[config.mk]
export PLATFORM = sky130hd
export DESIGN_NAME = kmp_stream_matcher
export DESIGN_NICKNAME = d
export VERILOG_FILES = /design/src/rtl/kmp_pkg.sv /design/src/rtl/kmp_ctrl.sv /design/src/rtl/kmp_datapath.sv /design/src/rtl/kmp_stream_matcher.sv
export SDC_FILE = /design/constraint.sdc
export NUM_CORES = 1
export LEC_CHECK = 0
export BUFFER_PORTS_ARGS = -buffer_cell sky130_fd_sc_hd__buf_2
export CAP_MARGIN = 30
export CORE_MARGIN = 5
export CORE_UTILIZATION = 55
export DETAILED_ROUTE_END_ITERATION = 7
export PLACE_DENSITY = 0.82
export SLEW_MARGIN = 20
export SYNTH_ARGS = -nofsm -noshare
export SYNTH_HDL_FRONTEND = slang
export SYNTH_HIERARCHICAL = 1
export SYNTH_SLANG_ARGS = --single-unit
[constraint.sdc]
create_clock -name i_clk -period 5.2 [get_ports i_clk]
set_input_delay 0.26 -clock i_clk [delete_from_list [all_inputs] [get_ports i_clk]]
set_output_delay 0.26 -clock i_clk [all_outputs]
set_load 0.05 [all_outputs]
[src/rtl/kmp_pkg.sv]
package kmp_pkg;

    localparam int MAX_PATTERN_DEF = 64;
    localparam int POS_WIDTH_DEF   = 32;
    localparam int END_WIDTH       = 32;

    localparam logic [1:0] KIND_PATTERN = 2'd0;
    localparam logic [1:0] KIND_TEXT    = 2'd1;
    localparam logic [1:0] KIND_CLEAR   = 2'd2;
    localparam logic [1:0] KIND_RESTART = 2'd3;

    typedef struct packed {
        logic [1:0] kind;
        logic [7:0] char_value;
    } t_in_item;

    typedef struct packed {
        logic                 match;
        logic [END_WIDTH-1:0] end_position;
        logic                 status;
    } t_out_item;

    typedef struct packed {
        logic load;
        logic step;
        logic finish;
    } t_cmd;

    typedef struct packed {
        logic need_walk;
        logic hit;
        logic j_zero;
        logic out_free;
    } t_stat;

endpackage

[src/rtl/kmp_ctrl.sv]
module kmp_ctrl
    import kmp_pkg::*;
(
    input  logic  i_clk,
    input  logic  i_rst_n,
    input  logic  i_in_valid,
    output logic  o_in_ready,
    input  t_stat i_stat,
    output t_cmd  o_cmd
);

    typedef enum logic [1:0] {
        S_IDLE,
        S_READ,
        S_CMP,
        S_DONE
    } t_state;

    t_state r_state;
    t_state n_state;
    logic   r_ready;
    logic   n_ready;

    always_comb begin
        n_state      = r_state;
        o_cmd.load   = 1'b0;
        o_cmd.step   = 1'b0;
        o_cmd.finish = 1'b0;
        unique case (r_state)
            S_IDLE: begin
                if (i_in_valid && r_ready) begin
                    o_cmd.load = 1'b1;
                    n_state    = i_stat.need_walk ? S_READ : S_DONE;
                end
            end
            S_READ: begin
                n_state = S_CMP;
            end
            S_CMP: begin
                o_cmd.step = 1'b1;
                n_state    = (i_stat.hit || i_stat.j_zero) ? S_DONE : S_READ;
            end
            S_DONE: begin
                if (i_stat.out_free) begin
                    o_cmd.finish = 1'b1;
                    n_state      = S_IDLE;
                end
            end
            default: begin
                n_state = S_IDLE;
            end
        endcase
        n_ready = (n_state == S_IDLE);
    end

    always_ff @(posedge i_clk) begin
        if (!i_rst_n) begin
            r_state <= S_IDLE;
            r_ready <= 1'b0;
        end else begin
            r_state <= n_state;
            r_ready <= n_ready;
        end
    end

    assign o_in_ready = r_ready;

endmodule

[src/rtl/kmp_datapath.sv]
module kmp_datapath
    import kmp_pkg::*;
#(
    parameter int MAX_PATTERN = MAX_PATTERN_DEF,
    parameter int POS_WIDTH   = POS_WIDTH_DEF
) (
    input  logic      i_clk,
    input  logic      i_rst_n,
    input  t_in_item  i_in,
    input  t_cmd      i_cmd,
    output t_stat     o_stat,
    output logic      o_out_valid,
    input  logic      i_out_ready,
    output t_out_item o_out
);

    localparam int LW = $clog2(MAX_PATTERN + 1);
    localparam int AW = (MAX_PATTERN > 1) ? $clog2(MAX_PATTERN) : 1;

    logic [7:0]  pattern_store [MAX_PATTERN];
    logic [LW-1:0] failure_links [MAX_PATTERN];

    logic [LW-1:0]        r_plen;
    logic [LW-1:0]        r_build;
    logic [LW-1:0]        r_match;
    logic [POS_WIDTH-1:0] r_pos;
    logic [LW-1:0]        r_j;
    logic [1:0]           r_kind;
    logic [7:0]           r_c;
    logic [7:0]           r_pat_q;
    logic [LW-1:0]        r_link_q;
    logic                 r_out_valid;
    t_out_item            r_out;

    logic [LW-1:0]        n_j;
    logic [LW-1:0]        start_j;
    logic [LW-1:0]        link_j;
    logic [POS_WIDTH-1:0] n_pos;
    logic                 full;
    logic                 full_match;
    logic [AW-1:0]        pat_addr;
    logic [AW-1:0]        link_addr;
    logic [AW-1:0]        wr_addr;
    t_out_item            n_out;

    assign full      = (r_plen >= LW'(MAX_PATTERN));
    assign pat_addr  = r_j[AW-1:0];
    assign link_addr = AW'(r_j - LW'(1));
    assign wr_addr   = r_plen[AW-1:0];

    always_comb begin
        start_j          = '0;
        o_stat.need_walk = 1'b0;
        unique case (i_in.kind)
            KIND_PATTERN: begin
                start_j          = (r_build >= r_plen) ? '0 : r_build;
                o_stat.need_walk = (r_plen != '0) && !full;
            end
            KIND_TEXT: begin
                start_j          = (r_match >= r_plen) ? '0 : r_match;
                o_stat.need_walk = (r_plen != '0);
            end
            default: begin
                start_j = '0;
            end
        endcase
    end

    // one failure-link step
    assign o_stat.hit      = (r_pat_q == r_c);
    assign o_stat.j_zero   = (r_j == '0);
    assign o_stat.out_free = !r_out_valid || i_out_ready;
    assign link_j          = (r_link_q < r_j) ? r_link_q : '0;

    always_comb begin
        if (o_stat.hit) begin
            n_j = r_j + LW'(1);
        end else if (o_stat.j_zero) begin
            n_j = '0;
        end else begin
            n_j = link_j;
        end
    end

    assign n_pos      = (r_pos == '1) ? r_pos : r_pos + POS_WIDTH'(1);
    assign full_match = (r_plen == '0) || (r_j >= r_plen);

    always_comb begin
        n_out.match        = 1'b0;
        n_out.end_position = '0;
        n_out.status       = 1'b0;
        unique case (r_kind)
            KIND_PATTERN: begin
                n_out.status = full;
            end
            KIND_TEXT: begin
                n_out.match        = full_match;
                n_out.end_position = END_WIDTH'(n_pos);
            end
            default: begin
                n_out.match = 1'b0;
            end
        endcase
    end

    always_ff @(posedge i_clk) begin
        r_pat_q  <= pattern_store[pat_addr];
        r_link_q <= failure_links[link_addr];
        if (i_cmd.finish && (r_kind == KIND_PATTERN) && !full) begin
            pattern_store[wr_addr] <= r_c;
            failure_links[wr_addr] <= r_j;
        end
    end

    always_ff @(posedge i_clk) begin
        if (i_cmd.load) begin
            r_kind <= i_in.kind;
            r_c    <= i_in.char_value;
            r_j    <= start_j;
        end else if (i_cmd.step) begin
            r_j <= n_j;
        end
        if (i_cmd.finish) begin
            r_out <= n_out;
        end
    end

    always_ff @(posedge i_clk) begin
        if (!i_rst_n) begin
            r_plen      <= '0;
            r_build     <= '0;
            r_match     <= '0;
            r_pos       <= '0;
            r_out_valid <= 1'b0;
        end else begin
            if (i_cmd.finish) begin
                r_out_valid <= 1'b1;
            end else if (i_out_ready) begin
                r_out_valid <= 1'b0;
            end
            if (i_cmd.finish) begin
                unique case (r_kind)
                    KIND_PATTERN: begin
                        if (!full) begin
                            r_build <= r_j;
                            r_plen  <= r_plen + LW'(1);
                        end
                    end
                    KIND_TEXT: begin
                        r_pos <= n_pos;
                        if (r_plen == '0) begin
                            r_match <= '0;
                        end else if (r_j >= r_plen) begin
                            // border of the full pattern is the last built link
                            r_match <= r_build;
                        end else begin
                            r_match <= r_j;
                        end
                    end
                    KIND_CLEAR: begin
                        r_plen  <= '0;
                        r_build <= '0;
                        r_match <= '0;
                        r_pos   <= '0;
                    end
                    KIND_RESTART: begin
                        r_match <= '0;
                        r_pos   <= '0;
                    end
                    default: begin
                        r_match <= r_match;
                    end
                endcase
            end
        end
    end

    assign o_out_valid = r_out_valid;
    assign o_out       = r_out;

    a_finish_room: assert property (@(posedge i_clk) disable iff (!i_rst_n)
        i_cmd.finish |-> (!r_out_valid || i_out_ready))
        else $error("result written while output slot busy");

    a_finish_valid: assert property (@(posedge i_clk) disable iff (!i_rst_n)
        i_cmd.finish |=> r_out_valid)
        else $error("finished item not presented");

    a_build_bound: assert property (@(posedge i_clk) disable iff (!i_rst_n)
        (r_plen == '0 && r_build == '0) || (r_plen != '0 && r_build < r_plen))
        else $error("build prefix out of range");

    a_match_bound: assert property (@(posedge i_clk) disable iff (!i_rst_n)
        (r_plen == '0 && r_match == '0) || (r_plen != '0 && r_match < r_plen))
        else $error("matched prefix out of range");

endmodule

[src/rtl/kmp_stream_matcher.sv]
// Streaming KMP matcher.
// Input channel i_in_valid / o_in_ready carries t_in_item {kind, char_value}:
//   pattern byte, text byte, clear all, restart text.
// Output channel o_out_valid / i_out_ready carries one t_out_item per item:
//   match flag, 1-based text position (saturating), dropped-byte status.
// Pattern bytes build their failure links on arrival; text bytes walk the
// links and every completed occurrence is flagged, overlaps included.
// Timing: one item at a time. An item is taken in the idle state; each
// compare step is a registered read of the pattern and link memories
// (S_READ), then a compare (S_CMP). The result register is then written
// (S_DONE) and the block returns to idle, where the next item is taken. An
// item that needs no walk skips the compare steps; walks amortize to about
// two steps a byte. The result register frees the input side: the next
// item is accepted while a result still waits. If the receiver stalls,
// the following item finishes its walk and holds until the result
// register frees up.
// Reset clears pattern length, prefixes and text position; memory contents
// are left as they are and only entries below the pattern length are used.
module kmp_stream_matcher
    import kmp_pkg::*;
#(
    parameter int MAX_PATTERN = MAX_PATTERN_DEF,
    parameter int POS_WIDTH   = POS_WIDTH_DEF
) (
    input  logic      i_clk,
    input  logic      i_rst_n,
    input  logic      i_in_valid,
    output logic      o_in_ready,
    input  t_in_item  i_in,
    output logic      o_out_valid,
    input  logic      i_out_ready,
    output t_out_item o_out
);

    t_cmd  cmd;
    t_stat stat;

    kmp_ctrl u_ctrl (
        .i_clk      (i_clk),
        .i_rst_n    (i_rst_n),
        .i_in_valid (i_in_valid),
        .o_in_ready (o_in_ready),
        .i_stat     (stat),
        .o_cmd      (cmd)
    );

    kmp_datapath #(
        .MAX_PATTERN (MAX_PATTERN),
        .POS_WIDTH   (POS_WIDTH)
    ) u_datapath (
        .i_clk       (i_clk),
        .i_rst_n     (i_rst_n),
        .i_in        (i_in),
        .i_cmd       (cmd),
        .o_stat      (stat),
        .o_out_valid (o_out_valid),
        .i_out_ready (i_out_ready),
        .o_out       (o_out)
    );

endmodule

Yosys cells after proc, flatten, opt, wreduce, memory -nomap -nowiden
Memory sizes are Yosys's and may differ from the RTL's. A register that Yosys moved wholly into a read port is not among the register bits.
Cells that the tools add are included.
{"block": "totals", "register_bits": 108, "mem_bits_rw": 960, "out_inout_bits": 36, "mem_count": 2}
{"name": "u_datapath.pattern_store", "words": 64, "word_bits": 8, "rd": 1, "rd_ports_with_merged_regs": 1, "write_ports": 1, "line_no": "kmp_datapath.sv:20", "source": "logic [7:0] pattern_store [MAX_PATTERN];"}
{"name": "u_datapath.failure_links", "words": 64, "word_bits": 7, "rd": 1, "rd_ports_with_merged_regs": 1, "write_ports": 1, "line_no": "kmp_datapath.sv:21", "source": "logic [LW-1:0] failure_links [MAX_PATTERN];"}
{"block": "classes", "n_addsub": 4, "magnitude_cmp": 5, "eq_ne": 10, "mux": 32, "n_reduce_logical": 23}
{"operator": "7-bit 2-to-1 mux", "n": 11}
{"operator": "32-bit one-hot mux with 2 select lines", "n": 1}
{"operator": "7-bit one-hot mux with 2 select lines", "n": 4}
{"operator": "32-bit by 1-bit adder with 32-bit output (second input constant)", "n": 1}
{"operator": "32-bit == test (second input constant)", "n": 1}
{"operator": "32-bit 2-to-1 mux", "n": 1}
{"operator": "7-bit >= comparator", "n": 3}
{"operator": "7-bit by 1-bit adder with 7-bit output (second input constant)", "n": 2}
{"operator": "7-bit zero test", "n": 2}
{"operator": "1-bit 2-to-1 mux", "n": 9}
{"operator": "2-bit == test (second input constant)", "n": 4}
{"operator": "8-bit == test", "n": 1}
{"operator": "2-bit zero test", "n": 4}
{"operator": "2-bit 2-to-1 mux", "n": 4}
{"operator": "2-bit one-hot mux with 4 select lines", "n": 1}
{"operator": "2-bit nonzero test", "n": 4}
{"operator": "7-bit >= comparator (second input constant)", "n": 1}
{"operator": "7-bit less-than comparator", "n": 1}
{"operator": "7-bit nonzero test", "n": 1}
{"operator": "2-bit by 1-bit == test with 1-bit output (second input constant)", "n": 3}
{"operator": "6-bit by 1-bit subtractor with 6-bit output (second input constant)", "n": 1}
{"operator": "1-bit logical AND", "n": 4}
{"operator": "1-bit logical OR", "n": 3}
{"operator": "3-bit AND reduction", "n": 1}
{"operator": "other kinds (5)", "n": 6}

Longest topological paths before layout
Gate-level depths: netlist of run 1.
{"block": "depth", "ltp_word": 8, "mapped_depth": 13, "ltp_nobuf": 8}

Hierarchy
Netlist of run 1, hierarchy kept.
{"mod": "kmp_datapath", "n_inst": 1, "cells_per_inst": 2200, "area_each_um2": 42896.1}
{"mod": "kmp_ctrl", "n_inst": 1, "cells_per_inst": 19, "area_each_um2": 152.6}

Worst setup path before layout of run 1
Ideal clock, no wire load.
{"block": "synth_timing", "kind": "register to register", "from": "reg u_datapath.r_j[0]", "to": "reg u_datapath.r_link_q[1], read port of u_datapath.failure_links", "setup_ps": 146, "arrival_time_ps": 3753, "t_required_ps": 5054, "slack_ps": 1301, "stages_incl_launch_ff": 12, "n_path_buf": 5, "path_cell_list": "edfxtp_1 -> buf_2 -> buf_2 -> inv_1 -> ha_1 -> clkbuf_1 -> clkbuf_1 -> clkbuf_1 -> mux4_2 -> mux4_2 -> mux2i_1 -> mux2i_1"}
{"block": "synth_between", "elab_chain_cells": 1}
{"element": "start, declared", "line_no": "kmp_datapath.sv:27", "source": "logic [LW-1:0] r_j;"}
{"element": "start signal, assigned", "line_no": "kmp_datapath.sv:119", "source": "r_j <= start_j;"}
{"element": "start signal, assigned", "line_no": "kmp_datapath.sv:121", "source": "r_j <= n_j;"}
{"element": "6-bit by 1-bit subtractor with 6-bit output", "line_no": "kmp_datapath.sv:48", "source": "assign link_addr = AW'(r_j - LW'(1));"}
{"element": "end, declared", "line_no": "kmp_datapath.sv:31", "source": "logic [LW-1:0] r_link_q;"}
Every way passes these cells.
A chain may end at the register's enable or synchronous reset.

Worst setup path in the final report of run 1
{"block": "layout_timing", "from": "reg u_datapath.r_j[0]", "to": "reg u_datapath.r_link_q[5], read port of u_datapath.failure_links"}
The elaborated chain is that of the path after synthesis.

==> reports/metrics.yaml, run 1 <==
sta:
  tightest_slew_ns: 1.20
  finalSetupViolations: 0
  skew_ns: 0.0236
  final_max_slew_viol_count: 0
  relSlewSlack: 0.201
  finalSetupTns_ns: 0
  hold_slack_ns: 0.0359
  timing.final.crit_share: 0.713
  rsz0062_at_grt: "false"
  max_freq_ghz: 0.270
  hold_violations: 0
  min_period_ns: 3.71
clocking:
  tritoncts: "done"
  cts_buffer_depth: 3
  numCtsBuffers: 103
  worstSkewPairLatency_ns: 0.68
  cts_hold_buffers: 12
  post_cts_buffers: 0
  cts-root-buf: "clkbuf_16"
  htree_num_levels: 3
  ctsResizeCount: 0
  clock_sinks: 1083
  path_clk_slew_ns: 0.06
critical_path:
  arrival_ns: 4.23
  cpPeakStageDelay_ns: 0.74
  end_kind: "flip-flop"
  crit_slowest_cell: "ha_4"
  cp_max_fo: 37
  startpoint_type: "flip-flop"
  crit_chain: "inv_1 > ha_4 > buf_4 > mux4_2 > and2_1 > a211oi_1 > a31oi_1 > a21oi_1 > mux2i_1"
  critPathKind: "flip-flop to flip-flop"
  cp.required_ns: 5.73
die:
  dieArea_um2: 84000
  die_h_um: 290
  start_util: 0.555
  num_rows: 102
  pin_count: 50
  coreArea_um2: 77600
  dieWidth_um: 290
routing:
  drt_iter0_markers: 3373
  routed_wl_mm: 107
  first_pass_iters: 8
  avgViaCountPerCell: 6.69
  vias: 23409
  wire_per_inst_um: 30.5
  ant_nets: 0
  drc_errors: 0
synth:
  synth-seq-area-share: 0.739
  postSynthCellCount: 2219
  syn_area_per_cell_um2: 19.4
  syn_nets: 2265
  synth_most_common_cell: "edfxtp_1"
  synthFlopType: "edfxtp_1"
  synth_area_leaders: "edfxtp_1, mux4_2, dfxtp_1"
  ys_seq_elements: 1083
  netlist_area_um2: 43000
  synth.distinct_cells: 64
  synth_area_leader_cell: "edfxtp_1"
  async_flop_share: 0
  synth_top_area_share: 0.705
  synth-edff-count: 1011
  ys.warnings.count: 6
  synth_common_cells: "edfxtp_1, mux4_2, nand2_1"
pwr:
  leakage_nw: 15.4
  ir_drop_mv: 0.289
  powerDensity_nw_per_um2: 436
  power_mw: 21.2
status:
  status: "completed"
finish:
  fillerInstances: 5022
  fin_cells: 3500
  area_delta_synth_final_pct: 12.8
  layout-drive-gt1-share: 0.242
  nets: 2420
  n_antenna_cell: 0
  post-route-cell-area_um2: 48600
job:
  maxCapViolCount: 0
placed_design:
  dpl.hpwl_mm: 57.5
  portBuffers: 49
  place.gp.congestion: 0.918
  place_area_um2: 44900
  dp_cells: 3293
global_route:
  grt_usage: 0.256
  antenna_found_initial: 0
  grt_pass1_wl_mm: 157
  grt_max_degree: 197
  grt_pass1_vias: 23347
  overflow: 0
hold_path:
  hold_path.class: "input pin to flip-flop"
[metal layers]
metal | vias up | track usage | share of wire
li1 | 9395 | - | -
met1 | 11866 | 0.344 | 0.35
met2 | 1813 | 0.414 | 0.49
met3 | 335 | 0.0515 | 0.11
met4 | 0 | 0.114 | 0.052
met5 | - | 0 | 0
[placed cells by master (no fill, tap or decap), types with 31 or more instances in the layout]
master	instances
nand3_1	38
ha_1	31
clkbuf_16	104
o21ai_0	38
buf_2	49
dfxtp_1	72
buf_4	92
edfxtp_1	1011
nand2_1	127
nor2_1	118
a21oi_1	38
xnor2_1	31
mux4_2	280
[through the flow]
step                worst slack [ns]   util
finish                          1.49  0.626
global route                    1.36  0.626
CTS                             1.60  0.625
detailed placement              1.68  0.579
global placement                1.84  0.579
floorplan                       1.30      -
[sequential cells by signal (all words and copies together), names as in the netlist, 8 cells and up]
register,count
u_datapath/r_pat_q,8
u_datapath/r_c,8
u_datapath/pattern_store,512
u_datapath/o_out,34
u_datapath/r_pos,32
u_datapath/failure_links,448
[cell families (layout without fill, tap and decap cells)]
kind of cell | after synthesis | in the layout | synth area share
compound gates | 219 | 219 | 0.0341
mux | 294 | 294 | 0.150
flops | 1083 | 1083 | 0.739
buf+inv | 136 | 377 | 0.0132
simple gates | 406 | 406 | 0.0449
fa+ha+maj | 32 | 32 | 0.00930
xor+xnor | 49 | 49 | 0.00997
[final timing paths]
check,depth (start not counted),start,slack (ns),to
worst max register to register,9,u_datapath/r_j[0],1.49,u_datapath/r_link_q[5]
worst min register to register,2,u_datapath/r_match[4],0.49,u_datapath/r_match[4]
worst max-delay path,9,u_datapath/r_j[0],1.49,u_datapath/r_link_q[5]
worst min-delay path,3,i_rst_n,0.04,u_ctrl/r_state[1]
[final cells by class]
cell class / instances / area [µm²] / share of cell area
clock inverters: 61 / 704 / 0.0145
well taps: 1040 / 1300 / 0.0268
multi-input cells: 1000 / 10700 / 0.221
clock buffers: 130 / 2740 / 0.0564
flip-flops and latches: 1083 / 31800 / 0.655
inverters: 25 / 93.8 / 0.00193
repair buffers: 161 / 1190 / 0.0246
[worst max-delay path, delay by kind of cell (launching register included)]
kind	cells	cell delay, ns
compound gates	3	0.79
fa+ha+maj	1	0.74
buf+inv	2	0.72
flops	1	0.55
mux	2	0.53
simple gates	1	0.20
[power breakdown]
| group | internal, mW | switching, mW | total [mW] |
|---|---|---|---|
| Combinational | 1.47 | 2.16 | 3.63 |
| Clock | 4.35 | 3.28 | 7.63 |
| Sequential | 9.82 | 0.0802 | 9.90 |
Note: power is estimated with default switching activity, not from simulation.
==> run 2: changes to the inputs <==
PLACE_DENSITY = 0.85   (was 0.82)
clock period = 3.15 ns   (was 5.2 ns; I/O delays follow)
==> run 2 against run 1 <==
  * Final area grew 1.5%
  * Worst hold slack gained 0.17 ns
  * Core utilization grew 0.91 points
  * Wire length grew 2.4%
  * Sequential power grew 66%
  * Global-route usage grew 0.55 points
  * Clock skew grew 0.012 ns
  * Sequential share of layout area shrank 0.94 points
  * First-iteration DRC count shrank 1.1%
  * Critical endpoint unchanged
  * Highest routed layer is now met5
  * Combinational power grew 74%
  * Count of clock-buffer cells in the layout shrank 13
  * Non-clock buffer count grew 44
==> reports/metrics.yaml, run 2 (synthesized netlist as in run 1, its figures left out) <==
clocking:
  htree_num_levels: 3  # unchanged
  clock_sinks: 1083  # unchanged
  cts_buffer_depth: 3  # unchanged
  worstSkewPairLatency_ns: 0.67  # about the same
  cts-root-buf: "clkbuf_16"
  path_clk_slew_ns: 0.06  # about the same
  numCtsBuffers: 103  # unchanged
  tritoncts: "done"
routing:
  vias: 23788  # +1.6%
  drc_errors: 0  # unchanged
  avgViaCountPerCell: 6.71  # +0.30%
  wire_per_inst_um: 30.9  # +1.1%
  ant_nets: 0  # unchanged
  drt_iter0_markers: 3336  # -1.1%
  first_pass_iters: 6  # -2
  routed_wl_mm: 109  # +2.4%
critical_path:
  rrSetupSlack_ns: 0.12  # -1.37 ns
  cp_max_fo: 84  # +130%
  r2r_start: "u_datapath/r_j[0]"
  endpoint: "u_datapath/r_link_q[5]"
  end_kind: "flip-flop"
  cp.required_ns: 3.67  # -2.06 ns
  rr_worst_depth: 10  # +1
  startpoint_type: "flip-flop"
  critPathLaunch: "u_datapath/r_j[0]"
  critPathKind: "flip-flop to flip-flop"
  rr_endpoint: "u_datapath/r_link_q[5]"
  arrival_ns: 3.55  # -0.68 ns
die:
  start_util: 0.555  # unchanged
  dieWidth_um: 290  # unchanged
  die_h_um: 290  # unchanged
  num_rows: 102  # unchanged
  dieArea_um2: 84000  # unchanged
  pin_count: 50  # unchanged
  coreArea_um2: 77600  # unchanged
pwr:
  leakage_nw: 15.7  # +2.0%
  ir_drop_mv: 0.554  # +92%
  powerDensity_nw_per_um2: 721  # +66%
sta:
  finalSetupViolations: 0  # unchanged
  tightest_slew_ns: 1.05  # -0.148 ns
  final_max_slew_viol_count: 0  # unchanged
  min_period_ns: 3.03  # -0.677 ns
  relSlewSlack: 0.297  # +0.0964
  max_freq_ghz: 0.330  # +22%
  hold_violations: 0  # unchanged
  finalSetupTns_ns: 0  # unchanged
  skew_ns: 0.0352  # +0.0116 ns
  timing.final.crit_share: 0.962  # +0.249
hold_path:
  hold_path.class: "input pin to flip-flop"
  holdPathStages: 2  # -1
global_route:
  antenna_found_initial: 3  # +3
  grt_max_degree: 94  # -52%
  grt_pass1_wl_mm: 161  # +2.3%
  grt_pass1_vias: 23894  # +2.3%
  overflow: 0  # unchanged
  grt_usage: 0.261  # +0.00553
finish:
  layout-drive-gt1-share: 0.278  # +0.0356
  largest_reg_flops: 512  # unchanged
  final_common_cell: "edfxtp_1"
  final_cell_mix: "edfxtp_1, mux4_2, nand2_1"
  area_delta_synth_final_pct: 14.5
  fillerInstances: 4956  # -1.3%
  regMostFlops: "u_datapath/pattern_store"
  nets: 2464  # +1.8%
  post-route-cell-area_um2: 49300  # +1.5%
placed_design:
  place.gp.congestion: 0.896  # -2.4%
  portBuffers: 49  # unchanged
  place_area_um2: 45600  # +1.3%
  dpl.hpwl_mm: 62.2  # +8.2%
status:
  status: "completed"
job:
  maxCapViolCount: 0  # unchanged
-- run 2: cell count changes in the layout (fill, tap and decap cells not counted), sizes merged --
cell and delta:
inv +1, clkinvlp -1, dlygate4sd3 +2, clkinv +10, clkbuf -12, bufinv +4, diode +1, buf +41
-- run 2: metrics by stage --
stage	power [mW]	cells	util	hold slack [ns]	setup WS, ns
5_1_grt	36.5	3545	0.635	0.189	-0.0159
6_report	35.5	3546	0.635	0.207	0.121
3_5_place_dp	22.6	3333	0.587	0.336	0.0211
4_1_cts	35.5	3539	0.634	0.187	0.0375
2_1_floorplan	20.7	2219	-	0.256	-0.0708
3_3_place_gp	22.4	3333	0.587	0.333	0.0967
-- run 2: cell type report --
type / instances / area [µm²] / area share
Clock inverter: 75 / 831 / 0.0169
Inverter: 25 / 98.8 / 0.00201
Clock buffer: 117 / 2680 / 0.0544
Antenna cell: 1 / 2.50 / 0.0000508
Timing Repair Buffer: 205 / 1640 / 0.0333
Tap cell: 1040 / 1300 / 0.0264
Multi-Input combinational cell: 1000 / 10900 / 0.222
Sequential cell: 1083 / 31800 / 0.645
-- run 2: how the worst min path moves through the flow --
stage / startpoint / endpoint / slack, ns
3_3_place_gp: i_in[7] / u_datapath/r_c[7] / 0.33
5_1_grt: i_in[2] / u_datapath/r_c[2] / 0.19
3_5_place_dp: i_in[1] / u_datapath/r_c[1] / 0.34
4_1_cts: i_in[1] / u_datapath/r_c[1] / 0.19
6_report: i_in[2] / u_datapath/r_c[2] / 0.21
2_1_floorplan: i_in[0] / u_datapath/r_c[0] / 0.26
-- run 2: layer usage --
layer,global-route usage,share of wire,routed length [µm],vias to the layer above
met3,0.0435,0.11,11500,294
met5,0,0.00012,13,-
met2,0.431,0.50,54400,1746
met1,0.351,0.35,38000,12248
li1,-,-,-,9498
met4,0.112,0.050,5510,2
-- run 2: where the power goes --
group          internal, mW  switching [mW]  total, mW
Clock                  7.45            5.40       12.8
Combinational          2.57            3.74       6.31
Sequential             16.2           0.187       16.4
-- run 2: worst max-delay path: stages, from the launching register on --
cell and delay (ns):
edfxtp_1 0.48, buf_4 0.19, inv_6 0.04, ha_4 0.29
buf_12 0.42, mux4_2 0.39, and2_1 0.18, a211oi_1 0.22
a31oi_1 0.11, a21oi_1 0.42, mux2i_1 0.13
-- run 2: repair_timing --
action / 4_1_cts / 5_1_grt
endpoints found under the setup margin: 1 / 4
gates cloned: 0 / 1
hold buffers: 14 / 0
endpoints found under the hold margin: 27 / 0
gates resized for setup: 1 / 3
setup buffers: 0 / 2
